## src/rtl/core/pft_pkg.sv

```systemverilog
// Package for the plane-from-three-points pipeline: shared widths and constants.
// No dependencies.
package pft_pkg;

   localparam int PFT_COORD_WIDTH = 32;   // default coordinate width, Q16.16
   localparam int PFT_NORM_WIDTH  = 32;   // unit normal, Q2.30
   localparam int PFT_OFFS_WIDTH  = 34;   // plane offset, Q18.16
   localparam int PFT_MAG_WIDTH   = 31;   // scaled cross product magnitude
   localparam int PFT_SQ_WIDTH    = 2 * PFT_MAG_WIDTH;
   localparam int PFT_SUM_WIDTH   = 64;   // sum of three squares
   localparam int PFT_LEN_WIDTH   = PFT_SUM_WIDTH / 2;
   localparam int PFT_Q_WIDTH     = 31;   // quotient magnitude, at most 2^30
   localparam int PFT_FRAC_BITS   = 30;   // fraction bits of the normal
   localparam int PFT_NUM_WIDTH   = PFT_MAG_WIDTH + PFT_FRAC_BITS + 1;

endpackage

```

## src/rtl/core/pft_sqrt.sv

```systemverilog
// Pipelined integer square root, one result bit per stage (32 stages).
// Depends on pft_pkg.
module pft_sqrt import pft_pkg::*; #(
   parameter int TW = 1
) (
   input  logic                      clock,
   input  logic                      reset,
   input  logic                      en,
   input  logic                      in_vld,
   input  logic [PFT_SUM_WIDTH-1:0]  val,
   input  logic [TW-1:0]             tag_in,
   output logic                      out_vld,
   output logic [PFT_LEN_WIDTH-1:0]  root,
   output logic [TW-1:0]             tag_out
);
   localparam int STEPS = PFT_LEN_WIDTH;
   localparam int TRW   = PFT_SUM_WIDTH + 2;

   logic [STEPS-1:0]          vld_ff;
   logic [PFT_SUM_WIDTH-1:0]  rem_ff  [STEPS];
   logic [PFT_LEN_WIDTH-1:0]  root_ff [STEPS];
   logic [TW-1:0]             tag_ff  [STEPS];

   for (genvar j = 0; j < STEPS; j++) begin : g_step
      localparam int K = STEPS - 1 - j;
      logic [PFT_SUM_WIDTH-1:0] rem_i;
      logic [PFT_LEN_WIDTH-1:0] root_i;
      logic [TW-1:0]            tag_i;
      logic                     vld_i;
      logic [TRW-1:0]           trial;

      if (j == 0) begin : g_first
         assign rem_i  = val;
         assign root_i = '0;
         assign tag_i  = tag_in;
         assign vld_i  = in_vld;
      end else begin : g_next
         assign rem_i  = rem_ff[j-1];
         assign root_i = root_ff[j-1];
         assign tag_i  = tag_ff[j-1];
         assign vld_i  = vld_ff[j-1];
      end

      // root holds only bits above K, so the OR is an add
      assign trial = (TRW'(root_i) << (K + 1)) | (TRW'(1) << (2 * K));

      always_ff @(posedge clock) begin
         if (reset) begin
            vld_ff[j] <= 1'b0;
         end else if (en) begin
            vld_ff[j] <= vld_i;
         end
      end

      always_ff @(posedge clock) begin
         if (en) begin
            tag_ff[j] <= tag_i;
            if (TRW'(rem_i) >= trial) begin
               rem_ff[j]  <= PFT_SUM_WIDTH'(TRW'(rem_i) - trial);
               root_ff[j] <= root_i | (PFT_LEN_WIDTH'(1) << K);
            end else begin
               rem_ff[j]  <= rem_i;
               root_ff[j] <= root_i;
            end
         end
      end
   end

   assign out_vld = vld_ff[STEPS-1];
   assign root    = root_ff[STEPS-1];
   assign tag_out = tag_ff[STEPS-1];

endmodule

```

## config.mk

```make
export PLATFORM = sky130hd
export DESIGN_NAME = pft_sqrt
export DESIGN_NICKNAME = d
export VERILOG_FILES = /design/src/rtl/core/pft_pkg.sv /design/src/rtl/core/pft_sqrt.sv
export SDC_FILE = /design/constraint.sdc
export NUM_CORES = 2
export LEC_CHECK = 0
export BUFFER_PORTS_ARGS = -buffer_cell sky130_fd_sc_hd__buf_2
export CORE_ASPECT_RATIO = 1.4
export CORE_MARGIN = 1.5
export CORE_UTILIZATION = 48
export DETAILED_ROUTE_END_ITERATION = 8
export HOLD_SLACK_MARGIN = 0.1
export SLEW_MARGIN = 20
export SYNTH_ARGS = -nofsm -noshare
export SYNTH_HDL_FRONTEND = slang
export SYNTH_SLANG_ARGS = --single-unit
```

## constraint.sdc

```tcl
create_clock -name clock -period 6.3 [get_ports clock]
set_input_delay 0.63 -clock clock [delete_from_list [all_inputs] [get_ports clock]]
set_output_delay 0.63 -clock clock [all_outputs]
set_load 0.05 [all_outputs]
```

# Yosys cells after proc, flatten, opt, wreduce, memory -nomap -nowiden

Memory sizes are Yosys's and may differ from the RTL's.
Index checks and enable logic that the tools add are counted.
Widths: inputs -> output; s select.

Add/sub/neg operators: 32
$lt $le $gt $ge: 32
Muxes and demuxes: 258
Bitwise gates (word level): 64

Operators by type and width:

| kind             | number |
|---|---|
| $mux 64          | 32 |
| $mux 32          | 32 |
| $mux 1           | 194 |
| $ge 64x33->1     | 1 |
| $ge 64x34->1     | 1 |
| $ge 64x35->1     | 1 |
| $ge 64x36->1     | 1 |
| $ge 64x37->1     | 1 |
| $ge 64x38->1     | 1 |
| $ge 64x39->1     | 1 |
| $ge 64x40->1     | 1 |
| $ge 64x41->1     | 1 |
| $ge 64x42->1     | 1 |
| $ge 64x43->1     | 1 |
| $ge 64x44->1     | 1 |
| $ge 64x45->1     | 1 |
| $ge 64x46->1     | 1 |
| $ge 64x47->1     | 1 |
| $ge 64x48->1     | 1 |
| $ge 64x49->1     | 1 |
| $ge 64x50->1     | 1 |
| $ge 64x51->1     | 1 |
| $ge 64x52->1     | 1 |
| $ge 64x53->1     | 1 |
| 44 further kinds | 107 |

Flip-flop bits (word level): 32
Bits in writable memories: 3104
Output and inout port bits: 34
Memories kept: 3

Memories:

| memory  | depth | width | read ports | clocked after Yosys merged registers in | wr ports | line           | source |
|---|---|---|---|---|---|---|---|
| rem_ff  | 32    | 64    | 31         | 0                                       | 32       | pft_sqrt.sv:20 | `logic [PFT_SUM_WIDTH-1:0] rem_ff [STEPS];` |
| root_ff | 32    | 32    | 32         | 0                                       | 32       | pft_sqrt.sv:21 | `logic [PFT_LEN_WIDTH-1:0] root_ff [STEPS];` |
| tag_ff  | 32    | 1     | 32         | 0                                       | 32       | pft_sqrt.sv:22 | `logic [TW-1:0] tag_ff [STEPS];` |

# Depth between registers and ports, before layout

An unclocked memory read counts as a cell.

Word-level depth: 6
Depth in mapped cells: 15

# Least setup slack after synthesis

OpenSTA, ideal clock, no wires.

Path kind: input to register
From: input port en
To: memory rem_ff[30][0] (netlist: rem_ff[1][896]), enable pin
Library setup time: 0.487 ns
Arrival time: 4.263 ns
Data required time: 5.813 ns
Setup slack: 1.549 ns
Stages: 5
Buffers on the path: 5
Cell sequence: clkbuf_1 clkbuf_1 clkbuf_1 clkbuf_1 clkbuf_1

RTL lines:

| item            | line           | source |
|---|---|---|
| start, declared | pft_sqrt.sv:8  | `input logic en,` |
| end, declared   | pft_sqrt.sv:20 |  |

==> out/qor.yml <==
run_status: "complete, no violations"
drc: 0
final_cells: 13729
min_path_cells: 1
startpoint_type: "flop"
busiest_layer: "met2"
portBuffers: 102
nets: 10819
cts_buffer_depth: 4
die_x_um: 431
cts_root_buffer: "clkbuf_16"
dr.pass1.iters: 8
die-area_mm2: 0.260
grt_overflow: 0
hold_class: "primary input to flop"
async_flop_share_pct: 0
drive_above_1_share_pct: 7.25
cts_tree: "done"
clk_pin_slew_worst_paths_ns: 0.06
setup_violations: 0
syn_inst: 9884
synth_nets: 10511
grt_util_met1_pct: 20.2
end_kind: "flop"
tightest_slew_ns: 1.27
place_hpwl_um: 255000
ios: 103
grt_pass1_vias: 81923
synth_cell_types: 94
tns_ns: 0
required_ns: 6.89
cts_made_buffers: 269
insertion_delay_ns: 0.86
fmax_ghz: 0.193
num_rows: 220
synth.ff_latch_count: 2576
fin_crit_sh_pct: 82.1
post_cts_resized: 0
synth_edf_count: 2544
wire_per_inst_um: 24.2
arrival_ns: 5.76
grt_usage_pct: 25.1
antenna_found_initial: 10
crit_fanout: 8
critical_path.max_stage_delay_ns: 1.06
place_inst: 13186
grt_first_pass_wirelength_um: 488000
leakage_nw: 51.2
wirelength_um: 332000
synth-main-ff-cell: "edfxtp_1"
met3_usage_pct: 3.00
cts_setup_buffers: 0
relSlewSlack_pct: 14.6
hold_buffers: 65
fillers: 21154
area_growth_pct: 11.4
critical-path-top-delay-family: "simple AND/OR/NAND/NOR gates"
avgSynthCellArea_um2: 12.5
gp_congestion: 1.01
met2_usage_pct: 51.7
die_h_um: 603
skew_ns: 0.0692
power_density_mw_per_mm2: 360
path_depth: 10
core_mm2: 0.256
ant_nets: 0
yosys_warnings: 0
final_max_slew_viol_count: 0
synth_area_mm2: 0.123
path_buf_inv: 0
cap_violations: 0
vdd_drop_max_uv: 278
grt_setup_unrepaired: "no"
via_count: 78865
grt_max_degree: 191
vias_per_cell: 5.74
post-route-min-period_ns: 5.17
htreeDepth: 5
worstPathCellList: "or4_1 -> or3_1 -> nor4bb_1 -> and2_1 -> a2111o_1 -> nor3b_2 -> o21ai_0 -> a21oi_1 -> nand4bb_1 -> xnor2_1"
drtIter0Drc: 4877
criticalPathCategory: "flop to flop"
synth-seq-area-share_pct: 62.5
cts.sinks: 2576
slowest_stage: "nor4bb_1"
hold_viol: 0
initial_utilization_pct: 48.2
ff2ff_path_depth: 10
==> per-layer routing <==
metal  vias up  share of wire [%]
li1      37576                  -
met1     38227                 29
met2      2038                 58
met3      1022                3.1
met4         2                9.7
met5         -             0.0036
==> Yosys cell counts, types with 12 or more instances <==
library cell | count | share of area (%)
edfxtp_1 | 2544 | 62
nand2_1 | 740 | 2.3
inv_1 | 680 | 2.1
nor2_1 | 588 | 1.8
o21ai_0 | 560 | 2.3
ha_1 | 558 | 5.7
a21oi_1 | 539 | 2.2
xor2_1 | 449 | 3.2
xnor2_1 | 436 | 3.1
nor4_1 | 341 | 1.7
nor3_1 | 252 | 1.0
a21o_1 | 232 | 1.4
clkbuf_1 | 213 | 0.65
nand3_1 | 178 | 0.72
nand4_1 | 154 | 0.78
nand2b_1 | 128 | 0.65
nor2b_1 | 94 | 0.48
o21a_1 | 93 | 0.57
or3_1 | 86 | 0.44
or4_1 | 84 | 0.51
nor4b_1 | 70 | 0.50
mux2_2 | 61 | 0.56
and3_1 | 53 | 0.27
o21bai_1 | 47 | 0.29
a31oi_1 | 46 | 0.23
o211ai_1 | 44 | 0.27
or2_2 | 43 | 0.22
a211oi_1 | 42 | 0.26
mux2i_1 | 41 | 0.33
nand4b_1 | 33 | 0.23
dfxtp_1 | 32 | 0.52
o31ai_1 | 32 | 0.19
and2_1 | 31 | 0.16
nand3b_1 | 30 | 0.18
nor3b_1 | 26 | 0.16
and4_1 | 24 | 0.17
a21boi_0 | 16 | 0.097
o41ai_1 | 15 | 0.11
a31o_2 | 14 | 0.099
a2111oi_0 | 12 | 0.085
a211o_1 | 12 | 0.085
o2111ai_1 | 12 | 0.085
==> area by class of cell <==
type | instances | area, µm² | area share, %
multi-input combinational | 6396 | 43000 | 31.3
inverter | 681 | 2560 | 1.86
clock inverter | 139 | 1370 | 0.994
timing repair buffer | 268 | 2080 | 1.51
antenna | 11 | 27.5 | 0.0200
clock buffer | 328 | 7120 | 5.19
tap | 3330 | 4170 | 3.03
sequential | 2576 | 77000 | 56.1
==> state kept, by name (all words and copies together) (netlist names) <==
signal / flops
root_ff: 528
g_step.vld_i: 31
tag_ff: 32
out_vld: 1
rem_ff: 1984
==> logic make-up after synthesis <==
kind of cell    count (synthesis)  synth area share (%)
simple gates                 3012                  12.7
flops                        2576                  62.5
compound gates               1839                  9.16
buf+inv                       912                  2.79
xor+xnor                      885                  6.29
fa+ha+maj                     558                  5.66
mux                           102                 0.890
==> per-stage QoR <==
| step | setup WS [ns] | power [mW] | utilization, % | hold slack, ns | area (µm²) |
|---|---|---|---|---|---|
| after CTS | 1.23 | 49.8 | 53.6 | 0.167 | 137000 |
| after floorplan | 1.55 | 30.4 | - | 0.400 | 123000 |
| after global placement | 0.823 | 33.9 | 50.0 | 0.404 | 128000 |
| after detailed placement | 1.21 | 34.1 | 50.1 | 0.405 | 128000 |
| after global routing | 0.960 | 51.6 | 53.7 | 0.209 | 137000 |
| final | 1.13 | 49.5 | 53.7 | 0.220 | 137000 |
==> report_power, final <==
group	switching (mW)	total, mW	leakage, nW	internal (mW)
Sequential	1.65	23.3	24.7	21.6
Combinational	6.50	10.6	22.3	4.08
Clock	6.59	15.6	4.15	9.05
==> cell usage in the layout, fill, tap and decap left out, types with 88 or more instances in the layout <==
cell | netlist | routed
xnor2_1 | 436 | 436
buf_2 | 11 | 101
edfxtp_1 | 2544 | 2544
nand3_1 | 178 | 178
nand2b_1 | 128 | 128
ha_1 | 558 | 558
nor4_1 | 341 | 335
a21o_1 | 232 | 232
clkbuf_16 | 0 | 276
o21a_1 | 93 | 93
nor2_1 | 588 | 588
xor2_1 | 449 | 449
a21oi_1 | 539 | 535
nor3_1 | 252 | 249
o21ai_0 | 560 | 558
inv_1 | 680 | 680
buf_4 | 1 | 88
nor2b_1 | 94 | 94
nand4_1 | 154 | 154
nand2_1 | 740 | 740
==> worst paths after layout <==
check,slack [ns],endpoint,startpoint
max reg2reg,1.13,rem_ff[1][510],rem_ff[1][428]
min reg2reg,0.42,tag_ff[0][2],tag_ff[0][1]
max,1.13,rem_ff[1][510],rem_ff[1][428]
min,0.22,rem_ff[1][826],en
Power figures use the tool's default switching activity.
